## src/hw/rtl/lsrg_pkg.sv

```systemverilog
package lsrg_pkg;

	// Shuffle table depth; must be a power of two (4..64) so that the
	// bucket index is a plain top-bits slice of the last output.
	localparam int TABLE_DEPTH = 32;
	localparam int IDX_W       = $clog2(TABLE_DEPTH);

	// Warm-up steps on reseed: table fill plus eight discarded steps.
	localparam int WARM_STEPS  = TABLE_DEPTH + 8;
	localparam int CNT_W       = $clog2(WARM_STEPS);

	localparam int VAL_W       = 31;
	localparam int MUL_W       = 15;
	localparam int PROD_W      = VAL_W + MUL_W;

	localparam logic [MUL_W-1:0] LEH_MUL = 15'd16807;
	localparam logic [VAL_W-1:0] LEH_MOD = 31'h7FFF_FFFF;
	localparam logic [VAL_W-1:0] SAT_MAX = 31'd2147483389;

	// Request into the shared modular multiplier.
	typedef struct packed {
		logic             start;
		logic [VAL_W-1:0] operand;
	} mm_req_t;

	// Result out of the shared modular multiplier.
	typedef struct packed {
		logic             done;
		logic [VAL_W-1:0] result;
	} mm_rsp_t;

endpackage

```

## src/hw/rtl/lsrg_modmul.sv

```systemverilog
// x * 16807 mod (2^31 - 1): multiply into prod_s1, then Mersenne fold into res_s2.
module lsrg_modmul (
	input  logic              clk,
	input  logic              arst_n,
	input  lsrg_pkg::mm_req_t req,
	output lsrg_pkg::mm_rsp_t rsp
);

	logic                        vld_s1;
	logic [lsrg_pkg::PROD_W-1:0] prod_s1;
	logic                        vld_s2;
	logic [lsrg_pkg::VAL_W-1:0]  res_s2;

	logic [lsrg_pkg::VAL_W:0]    fold_sum;
	logic [lsrg_pkg::VAL_W:0]    fold_sub;
	logic [lsrg_pkg::VAL_W-1:0]  fold_res;

	always_comb begin
		// p = hi * 2^31 + lo == hi + lo (mod 2^31 - 1)
		fold_sum = {1'b0, prod_s1[lsrg_pkg::VAL_W-1:0]}
			+ (lsrg_pkg::VAL_W+1)'(prod_s1[lsrg_pkg::PROD_W-1:lsrg_pkg::VAL_W]);
		fold_sub = fold_sum - {1'b0, lsrg_pkg::LEH_MOD};
		if (fold_sum >= {1'b0, lsrg_pkg::LEH_MOD}) begin
			fold_res = fold_sub[lsrg_pkg::VAL_W-1:0];
		end else begin
			fold_res = fold_sum[lsrg_pkg::VAL_W-1:0];
		end
	end

	always_ff @(posedge clk or negedge arst_n) begin
		if (!arst_n) begin
			vld_s1 <= 1'b0;
			vld_s2 <= 1'b0;
		end else begin
			vld_s1 <= req.start;
			vld_s2 <= vld_s1;
		end
	end

	always_ff @(posedge clk) begin
		if (req.start) begin
			prod_s1 <= {{lsrg_pkg::MUL_W{1'b0}}, req.operand}
				* {{lsrg_pkg::VAL_W{1'b0}}, lsrg_pkg::LEH_MUL};
		end
		if (vld_s1) begin
			res_s2 <= fold_res;
		end
	end

	assign rsp.done   = vld_s2;
	assign rsp.result = res_s2;

endmodule

```

## src/hw/rtl/lehmer_shuffle_random_generator.sv

```systemverilog
// Minimal-standard Lehmer generator (x = 16807 * x mod 2^31 - 1) behind a
// Bays-Durham shuffle table of lsrg_pkg::TABLE_DEPTH entries.
// Request channel: in_valid / in_ready with action and seed. action = 0 draws
// the next deviate; action = 1 reseeds from seed (0 or 2^31 - 1 become 1),
// then draws. The first request after reset always reseeds.
// Result channel: out_valid / out_ready with deviate, one per request,
// clamped at 2147483389.
// Sequencing: one shared multiply/fold unit (prod_s1, then res_s2) does every
// generator step. A draw is one step through the unit, and a new request is
// accepted only after it has finished; a reseed first runs WARM_STEPS steps
// (TABLE_DEPTH + 8) through the unit back to back, then draws.
// The result register holds the deviate until taken; a new request is
// accepted while it waits. If a draw finishes while the previous deviate is
// still stalled, the new one parks in a holding register and in_ready stays
// low until it moves to the output.
// Reset (arst_n, async, active low) clears the sequencer, the seeded flag
// and the output valid; the table content is undefined until a reseed.
module lehmer_shuffle_random_generator (
	input  logic                       clk,
	input  logic                       arst_n,
	input  logic                       in_valid,
	output logic                       in_ready,
	input  logic                       action,
	input  logic [lsrg_pkg::VAL_W-1:0] seed,
	output logic                       out_valid,
	input  logic                       out_ready,
	output logic [lsrg_pkg::VAL_W-1:0] deviate
);

	typedef enum logic [3:0] {
		ST_IDLE = 4'b0001,
		ST_WARM = 4'b0010,
		ST_DRAW = 4'b0100,
		ST_PUT  = 4'b1000
	} state_t;

	state_t                      state_q;
	logic [lsrg_pkg::VAL_W-1:0]  x_q;       // generator state
	logic [lsrg_pkg::VAL_W-1:0]  last_q;    // last shuffled value (unclamped)
	logic [lsrg_pkg::CNT_W-1:0]  cnt_q;     // warm-up step, counts down to 0
	logic                        seeded_q;
	logic                        out_vld_q;
	logic [lsrg_pkg::VAL_W-1:0]  dev_q;
	logic [lsrg_pkg::VAL_W-1:0]  pend_q;    // parked result while output stalls

	// shuffle table, undefined until the first reseed fills it
	logic [lsrg_pkg::VAL_W-1:0]  tbl_mem [lsrg_pkg::TABLE_DEPTH];
	logic [lsrg_pkg::VAL_W-1:0]  rd_q;

	lsrg_pkg::mm_req_t           mm_req;
	lsrg_pkg::mm_rsp_t           mm_rsp;

	logic                        need_reseed;
	logic [lsrg_pkg::VAL_W-1:0]  seed_clean;
	logic [lsrg_pkg::IDX_W-1:0]  idx;
	logic                        wr_en;
	logic [lsrg_pkg::IDX_W-1:0]  wr_addr;
	logic                        out_free;
	logic                        out_load;
	logic [lsrg_pkg::VAL_W-1:0]  sat_val;
	logic                        accept;

	lsrg_modmul u_modmul (
		.clk    (clk),
		.arst_n (arst_n),
		.req    (mm_req),
		.rsp    (mm_rsp)
	);

	assign in_ready    = (state_q == ST_IDLE);
	assign accept      = in_valid && in_ready;
	assign need_reseed = action || !seeded_q;
	assign out_free    = !out_vld_q || out_ready;

	// a finished draw (direct or parked) moves into the output register
	assign out_load = ((state_q == ST_DRAW) && mm_rsp.done && out_free)
		|| ((state_q == ST_PUT) && out_free);

	// NDIV is 2^31 / TABLE_DEPTH, so the bucket is the top index bits
	assign idx = last_q[lsrg_pkg::VAL_W-1 -: lsrg_pkg::IDX_W];

	always_comb begin
		if (seed == '0 || seed == lsrg_pkg::LEH_MOD) begin
			seed_clean = lsrg_pkg::VAL_W'(1);
		end else begin
			seed_clean = seed;
		end
	end

	// clamp applies to the delivered value only
	assign sat_val = (rd_q > lsrg_pkg::SAT_MAX) ? lsrg_pkg::SAT_MAX : rd_q;

	// Multiplier issue: on accept, and back to back through warm-up.
	// The last warm-up result feeds straight into the draw step.
	always_comb begin
		mm_req.start   = 1'b0;
		mm_req.operand = x_q;
		case (state_q)
			ST_IDLE: begin
				mm_req.start   = in_valid;
				mm_req.operand = need_reseed ? seed_clean : x_q;
			end
			ST_WARM: begin
				mm_req.start   = mm_rsp.done;
				mm_req.operand = mm_rsp.result;
			end
			default: begin
				mm_req.start   = 1'b0;
				mm_req.operand = x_q;
			end
		endcase
	end

	// Single table write port: warm-up fill or draw replacement
	always_comb begin
		wr_en   = 1'b0;
		wr_addr = idx;
		case (state_q)
			ST_WARM: begin
				wr_en   = mm_rsp.done
					&& (cnt_q < lsrg_pkg::CNT_W'(lsrg_pkg::TABLE_DEPTH));
				wr_addr = cnt_q[lsrg_pkg::IDX_W-1:0];
			end
			ST_DRAW: begin
				wr_en   = mm_rsp.done;
				wr_addr = idx;
			end
			default: begin
				wr_en   = 1'b0;
				wr_addr = idx;
			end
		endcase
	end

	// Read of the selected bucket; last_q is set by the time the draw step is
	// issued, so rd_q is valid when mm_rsp.done rises.
	always_ff @(posedge clk) begin
		if (wr_en) begin
			tbl_mem[wr_addr] <= mm_rsp.result;
		end
		rd_q <= tbl_mem[idx];
	end

	always_ff @(posedge clk or negedge arst_n) begin
		if (!arst_n) begin
			state_q   <= ST_IDLE;
			seeded_q  <= 1'b0;
			out_vld_q <= 1'b0;
			cnt_q     <= '0;
		end else begin
			if (out_load) begin
				out_vld_q <= 1'b1;
			end else if (out_ready) begin
				out_vld_q <= 1'b0;
			end
			case (state_q)
				ST_IDLE: begin
					if (accept) begin
						if (need_reseed) begin
							cnt_q   <= lsrg_pkg::CNT_W'(lsrg_pkg::WARM_STEPS - 1);
							state_q <= ST_WARM;
						end else begin
							state_q <= ST_DRAW;
						end
					end
				end
				ST_WARM: begin
					if (mm_rsp.done) begin
						if (cnt_q == '0) begin
							seeded_q <= 1'b1;
							state_q  <= ST_DRAW;
						end else begin
							cnt_q <= cnt_q - lsrg_pkg::CNT_W'(1);
						end
					end
				end
				ST_DRAW: begin
					if (mm_rsp.done) begin
						if (out_free) begin
							state_q <= ST_IDLE;
						end else begin
							state_q <= ST_PUT;
						end
					end
				end
				ST_PUT: begin
					if (out_free) begin
						state_q <= ST_IDLE;
					end
				end
				default: begin
					state_q <= ST_IDLE;
				end
			endcase
		end
	end

	// Datapath registers
	always_ff @(posedge clk) begin
		case (state_q)
			ST_WARM: begin
				if (mm_rsp.done && cnt_q == '0) begin
					// table entry 0 was just written with this value
					last_q <= mm_rsp.result;
				end
			end
			ST_DRAW: begin
				if (mm_rsp.done) begin
					x_q    <= mm_rsp.result;
					last_q <= rd_q;
					pend_q <= sat_val;
					if (out_free) begin
						dev_q <= sat_val;
					end
				end
			end
			ST_PUT: begin
				if (out_free) begin
					dev_q <= pend_q;
				end
			end
			default: begin
			end
		endcase
	end

	assign out_valid = out_vld_q;
	assign deviate   = dev_q;

endmodule

```

## config.mk

```make
export PLATFORM = sky130hd
export DESIGN_NAME = lehmer_shuffle_random_generator
export DESIGN_NICKNAME = d
export VERILOG_FILES = /design/src/hw/rtl/lsrg_pkg.sv /design/src/hw/rtl/lsrg_modmul.sv /design/src/hw/rtl/lehmer_shuffle_random_generator.sv
export SDC_FILE = /design/constraint.sdc
export NUM_CORES = 2
export LEC_CHECK = 0
export CAP_MARGIN = 30
export CORE_ASPECT_RATIO = 0.5
export CORE_MARGIN = 10
export CORE_UTILIZATION = 40
export CTS_CLUSTER_DIAMETER = 40
export DETAILED_ROUTE_END_ITERATION = 8
export DONT_BUFFER_PORTS = 1
export HOLD_SLACK_MARGIN = 0.02
export PLACE_DENSITY = 0.56
export SYNTH_ARGS = -nofsm -noshare
export SYNTH_HDL_FRONTEND = slang
export SYNTH_HIERARCHICAL = 1
export SYNTH_SLANG_ARGS = --single-unit
```

## constraint.sdc

```tcl
create_clock -name clk -period 16.3 [get_ports clk]
set_input_delay 0.815 -clock clk [delete_from_list [all_inputs] [get_ports clk]]
set_output_delay 0.815 -clock clk [all_outputs]
set_load 0.05 [all_outputs]
```

* Yosys cells after proc, flatten, opt, wreduce, memory -nomap -nowiden
Memories as Yosys holds them, arrays and structs flattened. A register that Yosys moved wholly into a read port is not among the register bits.
Cells that the tools add are included.
** Word-level totals
- Output and inout bits :: 33
- RAM bits :: 992
- Input port bits :: 36
- Register bits :: 215
- Word-level logic and storage cells :: 89
- Memories kept :: 1
** Cells by class
- Equal/unequal tests :: 14
- Mux-type cells :: 31
- Add/subtract/negate cells :: 3
- $lt $le $gt $ge :: 3
- Multipliers :: 1
- Reduce and logical (&&, ||, !) cells :: 24
** Memory list
- tbl_mem :: words 32, width 31, read ports 1, clocked after Yosys merged registers in 1, wr ports 1, line lehmer_shuffle_random_generator.sv:47 : logic [lsrg_pkg::VAL_W-1:0] tbl_mem [lsrg_pkg::TABLE_DEPTH];
** Operators with widths (count)
- $mux 31 :: 9
- $pmux 31 s2 :: 2
- $pmux 32 s2 :: 1
- $mul 31x15->46 const B :: 1
- $add 31x15->32 :: 1
- $ge 32x31->1 const B :: 1
- $eq 31x31->1 const B :: 1
- $gt 31x31->1 const B :: 1
- $logic_not 31->1 :: 1
- $sub 31x31->31 const B :: 1
- $mux 4 :: 6
- $mux 6 :: 4
- $pmux 4 s4 :: 1
- $pmux 6 s2 :: 1
- $ne 2x2->1 const B :: 5
- $reduce_and 5->1 :: 2
- $ne 2x1->1 const B :: 4
- $reduce_bool 2->1 :: 4
- $logic_and 1x1->1 :: 6
- $logic_not 6->1 :: 1
- $lt 6x6->1 const B :: 1
- $reduce_and 3->1 :: 2
- $sub 6x1->6 const B :: 1
- $mux 5 :: 1
- 11 further kinds :: 18

* Longest topological paths before layout
- Depth in word-level cells :: 6
- Depth in mapped cells :: 32
- Gate-level depth less buffers :: 28

* Hierarchy
Netlist, hierarchy kept.
** Modules (own cells, without submodules)
- lehmer_shuffle_random_generator :: times used 1, area each 43349.1 um^2, cells an instance 2053, sequential area each 33653.5 um^2
- lsrg_modmul :: times used 1, area each 12336.8 um^2, cells an instance 1262, sequential area each 2362.3 um^2

* Worst setup path before layout
No wires, ideal clock.
- Path kind :: reg-to-reg
- From :: reg state_q[3]
- To :: reg u_modmul/prod_s1[40] (netlist bit) (data pin)
- Library setup time :: 0.265 ns
- Path buffers :: 3
- Stages on the path, launching flop included :: 31
- Required time :: 16.035 ns
- Arrival time :: 7.837 ns
- Clock period less this slack :: 8.103 ns
- Path slack :: 8.197 ns
- Path through :: dfrtp_1 buf_2 nor4b_4 nand2b_1 a21oi_1 nor2b_1 buf_2 buf_4 a21o_1 inv_1 fa_1 inv_1 ha_1 fa_1 inv_1 fa_1 inv_1 fa_1 inv_1 fa_1 inv_1 ha_1 nand4_1 nor2_1 a2111oi_0 or4_1 a21oi_1 or2_2 a21oi_1 o21ai_0 xor2_1
** RTL lines
- from (decl) :: line lehmer_shuffle_random_generator.sv:37 : state_t state_q;
- from (signal assigned) :: line lehmer_shuffle_random_generator.sv:146 : state_q <= ST_IDLE;
- from (signal assigned) :: line lehmer_shuffle_random_generator.sv:161 : state_q <= ST_WARM;
- from (signal assigned) :: line lehmer_shuffle_random_generator.sv:163 : state_q <= ST_DRAW;
- to (signal assigned) :: line lsrg_modmul.sv:42 : prod_s1 <= {{lsrg_pkg::MUL_W{1'b0}}, req.operand}
- to (decl) :: line lsrg_modmul.sv:10 : logic [lsrg_pkg::PROD_W-1:0] prod_s1;

==> flow_summary.json <==
{
  "rsz0062_at_grt": "false",
  "clk_latency_ns": 0.75,
  "cp_max_fo": 26,
  "start_util_pct": 40.5,
  "grt_pass1_wl_um": 206000,
  "fmax_mhz": 116,
  "avgViaCountPerCell": 5.53,
  "outcome": "finished, final reports clean",
  "synth_area_sq_um": 55700,
  "cp-end-kind": "register",
  "antennaDiodeCount": 0,
  "maxSlewViolCount": 0,
  "cts_resized": 0,
  "grt_usage_pct": 17.7,
  "detail-route-antenna-nets": 0,
  "max_slew.worst_pin.slew_ns": 1.33,
  "crit_type": "primary input to register",
  "drc_errors": 0,
  "antenna_found_initial": 6,
  "grt_pass1_vias": 30500,
  "hpwlAfterDp_um": 88500,
  "cpMostUsedCell": "inv_1",
  "drt_wl_total_um": 139000,
  "ys_seq_elements": 1212,
  "setup_slack_ns": 7.65,
  "area_growth_pct": 13.3,
  "critical_path.max_stage_delay_ns": 1.08,
  "cts_root_buf": "clkbuf_16",
  "avgSynthCellArea_sq_um": 16.8,
  "drive_gt1_share_pct": 18.4,
  "synth_enable_flop_cells": 1167,
  "grt_max_degree": 155,
  "yosysWarnings": 6,
  "layout_commonest_cell": "edfxtp_1",
  "nets": 3758,
  "core_area_sq_um": 138000,
  "overflow": 0,
  "ys_seq_area_share_pct": 64.7,
  "setup-tns-final_ns": 0,
  "ys.flop_type": "edfxtp_1",
  "crit_required_ns": 16.80,
  "wl_per_cell_um": 26.0,
  "syn_nets": 3690,
  "dp_slack_ns": 7.32,
  "startpoint_type": "primary input",
  "clk_pin_slew_ns": 0.05,
  "die_h_um": 284,
  "hold_viol": 0,
  "fp.dieW_um": 548,
  "drt_iter0_markers": 3039,
  "cts.sinks": 1212,
  "fin_crit_ns": 8.65,
  "slowest_stage": "nor4_1",
  "fp.dieArea_sq_um": 155000,
  "worstHoldPathType": "primary input to register",
  "arrival_ns": 9.16,
  "cts_tree": "done",
  "setup-violations-final": 0,
  "ys_types": 95,
  "synthCells": 3315,
  "port_buffers": 0,
  "dr.pass1.iters": 5,
  "num_vias": 29600,
  "cts_made_buffers": 132,
  "finalClockSkew_ns": 0.0311,
  "slew_headroom_pct": 10.7,
  "maxCapViolations": 0,
  "htree_levels": 4,
  "layout.cells.most_common_list": "edfxtp_1 (1167), inv_1 (301), mux4_2 (248)",
  "routabilityCongestion": 0.894,
  "cts_buffer_depth": 3,
  "io-pin-count": 69,
  "async_flop_share_pct": 1.16,
  "post-route-period-util_pct": 53.1,
  "rows": 96
}
critical path: cells and delay by family:
family                     cells  cell delay, ns
adders and majority gates      7            2.88
and+or+nand+nor                7            2.54
buffers and inverters          7            0.74
AOI/OAI and AO/OA              8            2.16
cell families after synthesis:
family,count (synthesis),share of synthesized area (%)
AOI/OAI and AO/OA,440,5.73
xor gates and xnor gates,68,1.07
adders and majority gates,339,9.42
buffers and inverters,464,3.39
DFF,1212,64.7
muxes,313,11.2
and+or+nand+nor,479,4.51
layout make-up:
type	count	area [sq um]
Fill cell	11800	74500
Clock buffer	166	3650
Multi-Input combinational cell	1639	18100
Timing Repair Buffer	97	1140
Sequential cell	1212	36000
Inverter	301	1130
Tap cell	1862	2330
Clock inverter	77	782
layer usage:
| layer | global-route usage, % | vias up | part of all wire [%] |
|---|---|---|---|
| met5 | 0 | - | 0.0093 |
| met4 | 4.84 | 2 | 2.2 |
| met1 | 25.5 | 15500 | 46 |
| li1 | - | 13000 | - |
| met3 | 3.53 | 185 | 6.8 |
| met2 | 27.4 | 903 | 45 |
synth_stat cells, types with 6 or more instances:
library cell	number	area, sq um
mux2i_1	63	631
a21o_1	72	541
o21ai_0	27	135
xnor2_1	40	350
mux4_2	248	5590
nor2b_1	14	87.6
o31ai_1	11	82.6
o21a_1	11	82.6
edfxtp_1	1167	35000
inv_1	301	1130
and3_1	8	50.1
nor3_2	7	70.1
ha_1	205	2560
a221oi_1	32	280
o22ai_1	7	43.8
a21oi_1	106	531
nor4_1	19	119
buf_1	9	33.8
nand2b_1	19	119
nor3b_1	6	45.0
dfrtp_1	13	325
and2_1	15	93.8
a31o_2	7	61.3
a211oi_1	9	67.6
a22o_1	62	543
nand2_1	140	526
nand3_1	27	135
nand4_1	42	263
o21bai_1	8	60.1
fa_1	134	2680
a22oi_1	34	255
buf_2	41	205
a31oi_1	6	37.5
clkbuf_1	98	368
xor2_1	28	245
nor2_1	110	413
nor3_1	19	95.1
dfxtp_1	31	621
buf_4	7	52.6
flip-flops by register name (all words and copies together), names as in the netlist:
register          flops
u_modmul/vld_s2       1
u_modmul/res_s2      31
u_modmul/prod_s1     46
state_q               4
rd_q                 31
last_q                5
x_q                  31
deviate              31
pend_q               31
seeded_q              1
tbl_mem             992
u_modmul/vld_s1       1
out_valid             1
cnt_q                 6
repair_timing:
item                      in CTS  in global routing
hold endpoints to repair      14                  0
buffers inserted               0                  0
hold buffers                   1                  0
metrics by stage:
stage	area [sq um]	hold slack, ns	std cells	util (%)
finish	63100	0.141	5354	45.8
global route	63100	0.115	5354	45.8
CTS	63000	0.0827	5350	45.8
detailed placement	58600	0.446	5106	42.6
global placement	58100	0.442	5089	42.2
floorplan	55700	0.433	3315	-
final timing paths:
check,from,endpoint,slack (ns),cells after the start
max,seed[3],u_modmul/prod_s1[45],7.65,29
min,in_valid,state_q[0],0.14,1
max reg2reg,state_q[0],u_modmul/prod_s1[45],7.79,29
min reg2reg,rd_q[10],pend_q[10],0.46,0
max in group asynchronous,arst_n,seeded_q,15.23,1
min in group asynchronous,arst_n,cnt_q[3],0.59,1
Power is not shown: default switching activity piles up to over one toggle a cycle in this logic, so the estimate is an artifact.
